--- src/hw/rtl/hsha_pkg.sv ---
// Shared types, constants and helper functions of the HMAC-SHA1 engine.
package hsha_pkg;

    localparam int unsigned KeyRegs    = 8;
    localparam int unsigned DigWords   = 5;
    localparam int unsigned InDepth    = 4;
    localparam int unsigned OutDepth   = 8;
    localparam int unsigned Rounds     = 80;

    localparam logic [31:0] IPAD_WORD  = 32'h3636_3636;
    localparam logic [31:0] OPAD_WORD  = 32'h5c5c_5c5c;
    localparam logic [7:0]  PAD_BYTE   = 8'h80;
    localparam logic [31:0] PAD_WORD   = 32'h8000_0000;
    localparam logic [31:0] OUTER_BITS = 32'd672;

    localparam logic [31:0] K0 = 32'h5a82_7999;
    localparam logic [31:0] K1 = 32'h6ED9_EBA1;
    localparam logic [31:0] K2 = 32'h8F1B_BCDC;
    localparam logic [31:0] K3 = 32'hca62_c1d6;

    localparam logic [DigWords-1:0][31:0] SHA1_IV = {
        32'hc3d2_e1f0, 32'h1032_5476, 32'h98ba_dcfe, 32'hefcd_ab89, 32'h6745_2301
    };

    // One input request.
    typedef struct packed {
        logic [7:0] message_byte;
        logic       byte_present;
        logic       end_of_message;
    } t_item;

    // One result request.
    typedef struct packed {
        logic [31:0] digest_word;
        logic [2:0]  word_number;
        logic        last_word;
    } t_result;

    typedef logic [KeyRegs-1:0][63:0] t_key;

    typedef enum logic [2:0] {
        ST_IDLE, ST_ROUND, ST_FINISH, ST_PAD80, ST_PADZ, ST_PADLEN, ST_EMIT
    } t_state;

    // What follows a finished compression.
    typedef enum logic [2:0] {
        CX_KEY_IN, CX_MSG, CX_MSG_LAST, CX_PAD, CX_INNER_LAST, CX_KEY_OUT, CX_OUTER
    } t_ctx;

    function automatic logic [31:0] rotl1(input logic [31:0] v);
        return {v[30:0], v[31]};
    endfunction

    function automatic logic [31:0] rotl5(input logic [31:0] v);
        return {v[26:0], v[31:27]};
    endfunction

    function automatic logic [31:0] rotl30(input logic [31:0] v);
        return {v[1:0], v[31:2]};
    endfunction

endpackage

--- src/hw/rtl/hsha_in_q.sv ---
// Front end: drops empty non-final requests and queues the rest for the core.
module hsha_in_q (
    input  logic            i_clk,
    input  logic            i_rst_n,
    input  logic            i_push,
    output logic            o_full,
    input  hsha_pkg::t_item i_item,
    output logic            o_valid,
    output hsha_pkg::t_item o_item,
    input  logic            i_take
);
    hsha_pkg::t_item r_mem [hsha_pkg::InDepth];
    logic [1:0] r_wr, r_rd;
    logic [2:0] r_cnt;
    logic       w_keep, w_wr, w_rd;

    // A request that carries no byte and ends nothing has no effect.
    assign o_full  = (r_cnt == 3'(hsha_pkg::InDepth));
    assign w_keep  = i_item.byte_present | i_item.end_of_message;
    assign w_wr    = i_push & ~o_full & w_keep;
    assign o_valid = (r_cnt != 3'd0);
    assign w_rd    = i_take & o_valid;
    assign o_item  = r_mem[r_rd];

    // Queue storage.
    always_ff @(posedge i_clk) begin
        if (w_wr) begin
            r_mem[r_wr] <= i_item;
        end
    end

    // Pointers and fill count.
    always_ff @(posedge i_clk) begin
        if (!i_rst_n) begin
            r_wr  <= '0;
            r_rd  <= '0;
            r_cnt <= '0;
        end else begin
            if (w_wr) r_wr <= r_wr + 2'd1;
            if (w_rd) r_rd <= r_rd + 2'd1;
            r_cnt <= r_cnt + 3'(w_wr) - 3'(w_rd);
        end
    end
endmodule

--- src/hw/rtl/hsha_out_q.sv ---
// Result queue between the core and the output port.
module hsha_out_q (
    input  logic              i_clk,
    input  logic              i_rst_n,
    input  logic              i_valid,
    input  hsha_pkg::t_result i_result,
    output logic              o_full,
    output logic              o_empty,
    output hsha_pkg::t_result o_result,
    input  logic              i_pop
);
    hsha_pkg::t_result r_mem [hsha_pkg::OutDepth];
    logic [2:0] r_wr, r_rd;
    logic [3:0] r_cnt;
    logic       w_wr, w_rd;

    assign o_full   = (r_cnt == 4'(hsha_pkg::OutDepth));
    assign o_empty  = (r_cnt == 4'd0);
    assign w_wr     = i_valid & ~o_full;
    assign w_rd     = i_pop & ~o_empty;
    assign o_result = r_mem[r_rd];

    // Queue storage.
    always_ff @(posedge i_clk) begin
        if (w_wr) begin
            r_mem[r_wr] <= i_result;
        end
    end

    // Pointers and fill count.
    always_ff @(posedge i_clk) begin
        if (!i_rst_n) begin
            r_wr  <= '0;
            r_rd  <= '0;
            r_cnt <= '0;
        end else begin
            if (w_wr) r_wr <= r_wr + 3'd1;
            if (w_rd) r_rd <= r_rd + 3'd1;
            r_cnt <= r_cnt + 4'(w_wr) - 4'(w_rd);
        end
    end
endmodule

--- src/hw/rtl/hsha_core.sv ---
// Back end: byte packing, padding, SHA-1 rounds and the HMAC sequence.
module hsha_core (
    input  logic              i_clk,
    input  logic              i_rst_n,
    input  hsha_pkg::t_key    i_key,
    input  logic              i_item_valid,
    input  hsha_pkg::t_item   i_item,
    output logic              o_item_take,
    output logic              o_res_valid,
    output hsha_pkg::t_result o_result,
    input  logic              i_res_full
);
    hsha_pkg::t_state r_state, n_state;
    hsha_pkg::t_ctx   r_ctx, n_ctx;
    logic [511:0] r_blk, n_blk;
    logic [hsha_pkg::DigWords-1:0][31:0] r_h, n_h, r_inner, n_inner, w_sum;
    logic [31:0]  r_a, r_b, r_c, r_d, r_e, n_a, n_b, n_c, n_d, n_e;
    logic [6:0]   r_rnd, n_rnd;
    logic [5:0]   r_pos, n_pos;
    logic [63:0]  r_bitcnt, n_bitcnt;
    logic         r_phase, n_phase;
    logic [2:0]   r_wcnt, n_wcnt;
    logic [511:0] w_ipad, w_opad, w_dblk;
    logic [31:0]  w_f, w_k, w_tmp, w_new;

    // Key blocks, the outer message block and the chaining-value sums.
    always_comb begin
        for (int i = 0; i < hsha_pkg::KeyRegs; i++) begin
            w_ipad[511-64*i -: 64] = i_key[i] ^ {hsha_pkg::IPAD_WORD, hsha_pkg::IPAD_WORD};
            w_opad[511-64*i -: 64] = i_key[i] ^ {hsha_pkg::OPAD_WORD, hsha_pkg::OPAD_WORD};
        end
        w_dblk = {r_inner[0], r_inner[1], r_inner[2], r_inner[3], r_inner[4],
                  hsha_pkg::PAD_WORD, 288'd0, hsha_pkg::OUTER_BITS};
        for (int i = 0; i < hsha_pkg::DigWords; i++) begin
            w_sum[i] = r_h[i];
        end
        w_sum[0] = r_h[0] + r_a;
        w_sum[1] = r_h[1] + r_b;
        w_sum[2] = r_h[2] + r_c;
        w_sum[3] = r_h[3] + r_d;
        w_sum[4] = r_h[4] + r_e;
    end

    // One SHA-1 round and the next schedule word.
    always_comb begin
        if (r_rnd < 7'd20) begin
            w_f = (r_b & r_c) | (~r_b & r_d);
            w_k = hsha_pkg::K0;
        end else if (r_rnd < 7'd40) begin
            w_f = r_b ^ r_c ^ r_d;
            w_k = hsha_pkg::K1;
        end else if (r_rnd < 7'd60) begin
            w_f = (r_b & r_c) | (r_b & r_d) | (r_c & r_d);
            w_k = hsha_pkg::K2;
        end else begin
            w_f = r_b ^ r_c ^ r_d;
            w_k = hsha_pkg::K3;
        end
        w_tmp = hsha_pkg::rotl5(r_a) + w_f + r_e + r_blk[511:480] + w_k;
        w_new = hsha_pkg::rotl1(r_blk[95:64] ^ r_blk[255:224] ^ r_blk[447:416]
                                ^ r_blk[511:480]);
    end

    // Sequencer: next state and datapath updates.
    always_comb begin
        n_state = r_state;  n_ctx = r_ctx;  n_blk = r_blk;  n_h = r_h;
        n_inner = r_inner;  n_rnd = r_rnd;  n_pos = r_pos;  n_bitcnt = r_bitcnt;
        n_phase = r_phase;  n_wcnt = r_wcnt;
        n_a = r_a;  n_b = r_b;  n_c = r_c;  n_d = r_d;  n_e = r_e;
        o_item_take = 1'b0;
        o_res_valid = 1'b0;
        o_result.digest_word = r_h[r_wcnt];
        o_result.word_number = r_wcnt;
        o_result.last_word   = (r_wcnt == 3'(hsha_pkg::DigWords - 1));
        unique case (r_state)
            hsha_pkg::ST_IDLE: begin
                if (i_item_valid) begin
                    if (!r_phase) begin
                        // Start of a message: hash the inner key block first.
                        n_h = hsha_pkg::SHA1_IV;
                        {n_a, n_b, n_c, n_d, n_e} = {hsha_pkg::SHA1_IV[0],
                            hsha_pkg::SHA1_IV[1], hsha_pkg::SHA1_IV[2],
                            hsha_pkg::SHA1_IV[3], hsha_pkg::SHA1_IV[4]};
                        n_blk = w_ipad;  n_rnd = '0;  n_ctx = hsha_pkg::CX_KEY_IN;
                        n_state = hsha_pkg::ST_ROUND;
                    end else begin
                        o_item_take = 1'b1;
                        if (i_item.byte_present) begin
                            n_blk = {r_blk[503:0], i_item.message_byte};
                            n_pos = r_pos + 6'd1;
                            n_bitcnt = r_bitcnt + 64'd8;
                        end
                        if (i_item.byte_present && r_pos == 6'd63) begin
                            {n_a, n_b, n_c, n_d, n_e} = {r_h[0], r_h[1], r_h[2], r_h[3], r_h[4]};
                            n_rnd = '0;
                            n_ctx = i_item.end_of_message ? hsha_pkg::CX_MSG_LAST
                                                          : hsha_pkg::CX_MSG;
                            n_state = hsha_pkg::ST_ROUND;
                        end else if (i_item.end_of_message) begin
                            n_state = hsha_pkg::ST_PAD80;
                        end
                    end
                end
            end
            hsha_pkg::ST_ROUND: begin
                n_e = r_d;  n_d = r_c;  n_c = hsha_pkg::rotl30(r_b);  n_b = r_a;
                n_a = w_tmp;
                n_blk = {r_blk[479:0], w_new};
                n_rnd = r_rnd + 7'd1;
                if (r_rnd == 7'(hsha_pkg::Rounds - 1)) begin
                    n_state = hsha_pkg::ST_FINISH;
                end
            end
            hsha_pkg::ST_FINISH: begin
                n_h = w_sum;
                n_rnd = '0;
                unique case (r_ctx)
                    hsha_pkg::CX_KEY_IN: begin
                        n_phase = 1'b1;  n_bitcnt = 64'd512;  n_pos = '0;
                        n_state = hsha_pkg::ST_IDLE;
                    end
                    hsha_pkg::CX_MSG:      n_state = hsha_pkg::ST_IDLE;
                    hsha_pkg::CX_MSG_LAST: n_state = hsha_pkg::ST_PAD80;
                    hsha_pkg::CX_PAD:      n_state = hsha_pkg::ST_PADZ;
                    hsha_pkg::CX_INNER_LAST: begin
                        // Inner digest done: start the outer key block.
                        n_inner = w_sum;
                        n_h = hsha_pkg::SHA1_IV;
                        {n_a, n_b, n_c, n_d, n_e} = {hsha_pkg::SHA1_IV[0],
                            hsha_pkg::SHA1_IV[1], hsha_pkg::SHA1_IV[2],
                            hsha_pkg::SHA1_IV[3], hsha_pkg::SHA1_IV[4]};
                        n_blk = w_opad;  n_ctx = hsha_pkg::CX_KEY_OUT;
                        n_state = hsha_pkg::ST_ROUND;
                    end
                    hsha_pkg::CX_KEY_OUT: begin
                        {n_a, n_b, n_c, n_d, n_e} = {w_sum[0], w_sum[1], w_sum[2],
                                                     w_sum[3], w_sum[4]};
                        n_blk = w_dblk;  n_ctx = hsha_pkg::CX_OUTER;
                        n_state = hsha_pkg::ST_ROUND;
                    end
                    hsha_pkg::CX_OUTER: begin
                        n_wcnt = '0;
                        n_state = hsha_pkg::ST_EMIT;
                    end
                    default: n_state = hsha_pkg::ST_IDLE;
                endcase
            end
            hsha_pkg::ST_PAD80: begin
                n_blk = {r_blk[503:0], hsha_pkg::PAD_BYTE};
                n_pos = r_pos + 6'd1;
                if (r_pos == 6'd63) begin
                    {n_a, n_b, n_c, n_d, n_e} = {r_h[0], r_h[1], r_h[2], r_h[3], r_h[4]};
                    n_ctx = hsha_pkg::CX_PAD;
                    n_state = hsha_pkg::ST_ROUND;
                end else begin
                    n_state = hsha_pkg::ST_PADZ;
                end
            end
            hsha_pkg::ST_PADZ: begin
                if (r_pos == 6'd56) begin
                    n_state = hsha_pkg::ST_PADLEN;
                end else begin
                    n_blk = {r_blk[503:0], 8'd0};
                    n_pos = r_pos + 6'd1;
                    if (r_pos == 6'd63) begin
                        {n_a, n_b, n_c, n_d, n_e} = {r_h[0], r_h[1], r_h[2], r_h[3], r_h[4]};
                        n_ctx = hsha_pkg::CX_PAD;
                        n_state = hsha_pkg::ST_ROUND;
                    end
                end
            end
            hsha_pkg::ST_PADLEN: begin
                // Bit count goes out big-endian, one byte a cycle.
                n_blk = {r_blk[503:0], r_bitcnt[63:56]};
                n_bitcnt = {r_bitcnt[55:0], 8'd0};
                n_pos = r_pos + 6'd1;
                if (r_pos == 6'd63) begin
                    {n_a, n_b, n_c, n_d, n_e} = {r_h[0], r_h[1], r_h[2], r_h[3], r_h[4]};
                    n_ctx = hsha_pkg::CX_INNER_LAST;
                    n_state = hsha_pkg::ST_ROUND;
                end
            end
            hsha_pkg::ST_EMIT: begin
                if (!i_res_full) begin
                    o_res_valid = 1'b1;
                    n_wcnt = r_wcnt + 3'd1;
                    if (r_wcnt == 3'(hsha_pkg::DigWords - 1)) begin
                        n_h = hsha_pkg::SHA1_IV;
                        n_phase = 1'b0;  n_bitcnt = '0;  n_pos = '0;  n_wcnt = '0;
                        n_state = hsha_pkg::ST_IDLE;
                    end
                end
            end
            default: n_state = hsha_pkg::ST_IDLE;
        endcase
    end

    // Control state.
    always_ff @(posedge i_clk) begin
        if (!i_rst_n) begin
            r_state  <= hsha_pkg::ST_IDLE;
            r_ctx    <= hsha_pkg::CX_MSG;
            r_h      <= hsha_pkg::SHA1_IV;
            r_rnd    <= '0;
            r_pos    <= '0;
            r_bitcnt <= '0;
            r_phase  <= 1'b0;
            r_wcnt   <= '0;
            r_a <= '0;  r_b <= '0;  r_c <= '0;  r_d <= '0;  r_e <= '0;
        end else begin
            r_state  <= n_state;
            r_ctx    <= n_ctx;
            r_h      <= n_h;
            r_rnd    <= n_rnd;
            r_pos    <= n_pos;
            r_bitcnt <= n_bitcnt;
            r_phase  <= n_phase;
            r_wcnt   <= n_wcnt;
            r_a <= n_a;  r_b <= n_b;  r_c <= n_c;  r_d <= n_d;  r_e <= n_e;
        end
    end

    // Block and inner digest payload.
    always_ff @(posedge i_clk) begin
        r_blk   <= n_blk;
        r_inner <= n_inner;
    end

    // The round counter reaches the round count only in the finish cycle.
    a_rnd_range: assert property (@(posedge i_clk) disable iff (!i_rst_n)
        r_rnd <= 7'(hsha_pkg::Rounds))
        else $error("round counter out of range");

    // Results are only offered when the result queue has room.
    a_res_room: assert property (@(posedge i_clk) disable iff (!i_rst_n)
        o_res_valid |-> (!i_res_full && r_state == hsha_pkg::ST_EMIT))
        else $error("result offered without room");

    // Between messages the bit count is cleared.
    a_idle_count: assert property (@(posedge i_clk) disable iff (!i_rst_n)
        (r_state == hsha_pkg::ST_IDLE && !r_phase) |-> (r_bitcnt == 64'd0))
        else $error("stale bit count between messages");
endmodule

--- src/hw/rtl/hmac_sha1_engine.sv ---
// Top level of the HMAC-SHA1 engine: key registers, front queue, core, result queue.
//
// Channel   Direction  Handshake          Carries
// input     in         push / full        message byte, byte flag, end flag
// result    out        pop / empty        digest word, word number, last flag
// config    in         valid / ready      register index, 64-bit key data
//
// The first request of a message waits while the inner key block is hashed.
// Each 64-byte block is packed byte by byte and then hashed in the single
// SHA-1 round unit; no requests are taken while a block is being hashed.
// The final request adds the padding, one or two inner compressions and two
// outer ones (outer key and outer digest block), then the five result words.
// Reset is synchronous; the result queue holds eight words, and the core
// stalls in its result state while that queue is full.
module hmac_sha1_engine (
    input  logic              i_clk,
    input  logic              i_rst_n,
    input  logic              push,
    output logic              full,
    input  hsha_pkg::t_item   i_item,
    output logic              empty,
    input  logic              pop,
    output hsha_pkg::t_result o_result,
    input  logic              i_cfg_valid,
    output logic              o_cfg_ready,
    input  logic [3:0]        i_cfg_index,
    input  logic [63:0]       i_cfg_data
);
    hsha_pkg::t_key    r_key;
    hsha_pkg::t_item   w_item;
    hsha_pkg::t_result w_res;
    logic              w_item_valid, w_take, w_res_valid, w_res_full;

    // Key registers; indexes past the last register are dropped.
    assign o_cfg_ready = 1'b1;
    always_ff @(posedge i_clk) begin
        if (!i_rst_n) begin
            r_key <= '0;
        end else if (i_cfg_valid && !i_cfg_index[3]) begin
            r_key[i_cfg_index[2:0]] <= i_cfg_data;
        end
    end

    hsha_in_q u_in_q (
        .i_clk   (i_clk),
        .i_rst_n (i_rst_n),
        .i_push  (push),
        .o_full  (full),
        .i_item  (i_item),
        .o_valid (w_item_valid),
        .o_item  (w_item),
        .i_take  (w_take)
    );

    hsha_core u_core (
        .i_clk        (i_clk),
        .i_rst_n      (i_rst_n),
        .i_key        (r_key),
        .i_item_valid (w_item_valid),
        .i_item       (w_item),
        .o_item_take  (w_take),
        .o_res_valid  (w_res_valid),
        .o_result     (w_res),
        .i_res_full   (w_res_full)
    );

    hsha_out_q u_out_q (
        .i_clk    (i_clk),
        .i_rst_n  (i_rst_n),
        .i_valid  (w_res_valid),
        .i_result (w_res),
        .o_full   (w_res_full),
        .o_empty  (empty),
        .o_result (o_result),
        .i_pop    (pop)
    );
endmodule

--- config.mk ---
export PLATFORM = sky130hd
export DESIGN_NAME = hmac_sha1_engine
export DESIGN_NICKNAME = d
export VERILOG_FILES = /design/src/hw/rtl/hsha_pkg.sv /design/src/hw/rtl/hsha_in_q.sv /design/src/hw/rtl/hsha_out_q.sv /design/src/hw/rtl/hsha_core.sv /design/src/hw/rtl/hmac_sha1_engine.sv
export SDC_FILE = /design/constraint.sdc
export NUM_CORES = 2
export LEC_CHECK = 0
export ABC_AREA = 1
export BUFFER_PORTS_ARGS = -buffer_cell sky130_fd_sc_hd__buf_2
export CORE_UTILIZATION = 23
export DETAILED_ROUTE_END_ITERATION = 10
export PLACE_DENSITY_LB_ADDON = 0.12
export SLEW_MARGIN = 40
export SYNTH_ARGS = -nofsm -noshare
export SYNTH_HDL_FRONTEND = slang
export SYNTH_SLANG_ARGS = --single-unit
--- constraint.sdc ---
create_clock -name i_clk -period 14.4 [get_ports i_clk]
set_clock_uncertainty 0.2 [all_clocks]
set_input_delay 2.88 -clock i_clk [delete_from_list [all_inputs] [get_ports i_clk]]
set_output_delay 2.88 -clock i_clk [all_outputs]
set_load 0.01 [all_outputs]
==> metrics.txt <==
Synth top cells by count nand2_1, nor2_1, o21ai_0; initial antenna violation count 65; Die Ht 689 um; Clock Tree Buf Depth 4; Die Wd around 700 um; Post-CTS Setup Bufs 0; worst-margin pin slew approximately 0.97 ns; top cells by area, synth edfxtp_1, dfxtp_1, nand2_1; critical path type reg -> out; root buffer cell clkbuf_16; Rel. slew slack between 30% and 40%; clk slew on worst S/H paths ~0.060 ns; Hold Fails Final Rpt 0; sequential share of the synthesized area 45.0%; Leak Pwr 47.6 nW; floorplan core area 0.469 mm^2; die area ~0.47 mm^2; CTS tree done; DP Wirelength roughly 360 mm; CP Cell Sequence buf_4, buf_4, o21ai_0, o22ai_1, nor2_1, a31oi_1, buf_2; via count roughly 100k; H-tree depth 4; Place WS slightly above 8 ns; post-synthesis adder-cell area fraction under 10%; critical path endpoint category output pin; hold_buf cts 0; cell with the most instances after synthesis nand2_1; Mean Syn Cell Area approximately 7.7 um^2; clock buffer count from CTS ~240; placed cell count 19,700; Crit path max-delay family buffers and inverters; min-delay src r_key[185]$_SDFFE_PN0P_; final worst slack ~7.5 ns; fin util roughly a quarter; Tcrit/Tclk final 48.2%; Power per Cell Area 249 mW/mm^2; DRC 0; Synth Area in XOR/XNOR 1.82%; Nets about 14,000; per-cell routed wire length roughly 27 um; Worst R2R Path Depth 26; Via density slightly below 5; simple-gate share of the synthesized area a little over a fifth; maximum vdd drop 169 uV; CP startpoint kind register; Clock Sinks between 1,500 and 2,000; outcome finished, final reports clean; Antenna Nets Post-Route 0; critical register-to-register path endpoint u_core.r_a[19]$_SDFFE_PN0P_; synthesized area between 0.1 and 0.15 mm^2; Hold WC Path Type reg -> reg; post-CTS sizing 0; Area growth syn-to-layout 13.9%; WL final roughly 540 mm; Post-Syn Instances between 10,000 and 15,000; Max-Cap Viols 0; Final Critical Period around 6.9 ns; ys flop type edfxtp_1; Synth Area in Compound Gates 19.6%; CP max stage cell buf_4; WP data required roughly 11 ns; #FFs+latches synth ~1,900; IO Count about 120; R2R Setup Slk ~8.0 ns; final setup vio count 0; CP dominant cell by count buf_4; Hold Crit Depth 2; mux share of post-synthesis cell area 0%; Row Count roughly 250; area leader, netlist edfxtp_1; Port Buffers 120; Worst Path Arrival between 3 and 4 ns; Worst path max stage delay 0.67 ns; worst-skew pair later-pin latency approximately 1 ns; Total Routing Usage GR 21.9%; Unique masters post-synth 57; top cell type's share of synthesized area between 20% and 30%; area of placed instances ~0.12 mm^2; setup TNS 0 ns; fmax between 0.1 and 0.15 GHz; Placer Congestion approximately 0.95; share of cells above drive strength 1 under 10%; non-filler cells, final 20,200; hold path endpoint r_key[185]$_SDFFE_PN0P_; Crit Reg-Reg Startpoint u_core.r_rnd[4]$_SDFFE_PN0P_; number of flops mapped to enable cells by yosys 1,000; crit-path max FO 64; GR Overflow Total 0; vias in the first global route between 90,000 and 100k; largest net degree at the start of global routing 152; Ys Warns 0; drt first pass iters 6; first-pass GRT wire length between 700 and 800 mm; pins over their slew limit 0; RSZ-0062 raised after global routing no; main combinational cell family by area after synthesis simple AND/OR/NAND/NOR gates; Syn Nets about 15,000; effective utilization at floorplan a little under a quarter; asr flop ratio synth 0%; design area around 0.12 mm^2; buffer and inverter count on the worst path 3; 1st-iter DRT viols 9,941
[state kept, by name, indices dropped and copies added, names as in the netlist, 7 cells and up, named ones only]
signal	flops
r_key	512
u_core.r_blk	512
u_out_q.r_mem	288
u_core.r_h	160
u_core.r_inner	160
u_core.r_bitcnt	61
u_in_q.r_mem	40
u_core.r_a	32
u_core.r_b	32
u_core.r_c	32
u_core.r_d	32
u_core.r_e	32
u_core.r_rnd	7
[layout make-up]
class / instances / area (um^2)
Fill cell: 51000 / 345000
Inverter: 1199 / 4590
Sequential cell: 1938 / 48800
Timing Repair Buffer: 307 / 2470
Tap cell: 6198 / 7750
Antenna cell: 24 / 60.1
Clock inverter: 100 / 1070
Multi-Input combinational cell: 10100 / 52000
Clock buffer: 344 / 6850
[worst max path at each step]
stage / slack, ns / cells after the start / endpoint
4_1_cts: 7.26 / 7 / o_result[16]
2_1_floorplan: 0.62 / 6 / u_core.r_blk[0]$_DFFE_PP_
3_5_place_dp: 8.16 / 6 / r_key[295]$_SDFFE_PN0P_
3_3_place_gp: 8.19 / 6 / r_key[504]$_SDFFE_PN0P_
6_report: 7.45 / 7 / o_result[14]
5_1_grt: 7.08 / 7 / o_result[8]
[layer usage]
metal | GRT usage [%] | part of all wire [%] | vias to the layer above
met5 | 0 | 0.010 | -
met4 | 7.83 | 4.1 | 8
met3 | 2.45 | 5.2 | 581
met2 | 34.6 | 45 | 3017
met1 | 30.8 | 46 | 49400
li1 | - | - | 47100
[layout by cell type, fill, tap and decap left out, drive strengths merged, types with 18 or more instances in the layout]
master,netlist,final
xnor2,97,97
a22oi,163,163
clkbuf,623,344
a221oi,117,117
bufinv,0,18
o21bai,40,40
a211oi,53,53
a31oi,76,76
o211ai,83,83
o21ai,1593,1593
dfxtp,938,938
o221ai,28,28
nand2,3397,3397
a21oi,1035,1035
ha,212,212
o21a,19,19
nor3,80,80
edfxtp,1000,1000
xor2,128,128
nor2,1665,1665
o22ai,243,243
clkinv,7,86
diode,0,24
and2,78,78
o2111ai,215,215
buf,260,307
fa,126,126
nand4,80,80
nand3b,27,27
inv,1192,1193
nand3,432,432
[tightest hold or removal path, stage by stage, from the launching register on]
cell	delay, ns
dfxtp_1	0.30
inv_1	0.06
a21oi_1	0.05
[kinds of logic (layout without fill, tap and decap cells)]
kind of cell	Yosys count	count (layout)
AOI/OAI and AO/OA	3698	3698
xor gates and xnor gates	225	225
and+or+nand+nor	5803	5803
DFF	1938	1938
buffers and inverters	2082	1950
adders and majority gates	338	338
other	1	25
[stage by stage]
step	hold WS [ns]	total power [mW]
2_1_floorplan	0.233	17.9
3_3_place_gp	0.250	24.4
3_5_place_dp	0.254	24.4
4_1_cts	0.262	30.8
5_1_grt	0.279	32.6
6_report	0.262	30.8
[report_power, final]
part           switching (mW)  internal [mW]
Combinational            11.0           4.22
Sequential               1.59           7.74
Clock                    2.70           3.61
No activity file was read; power rests on OpenSTA's default activity.
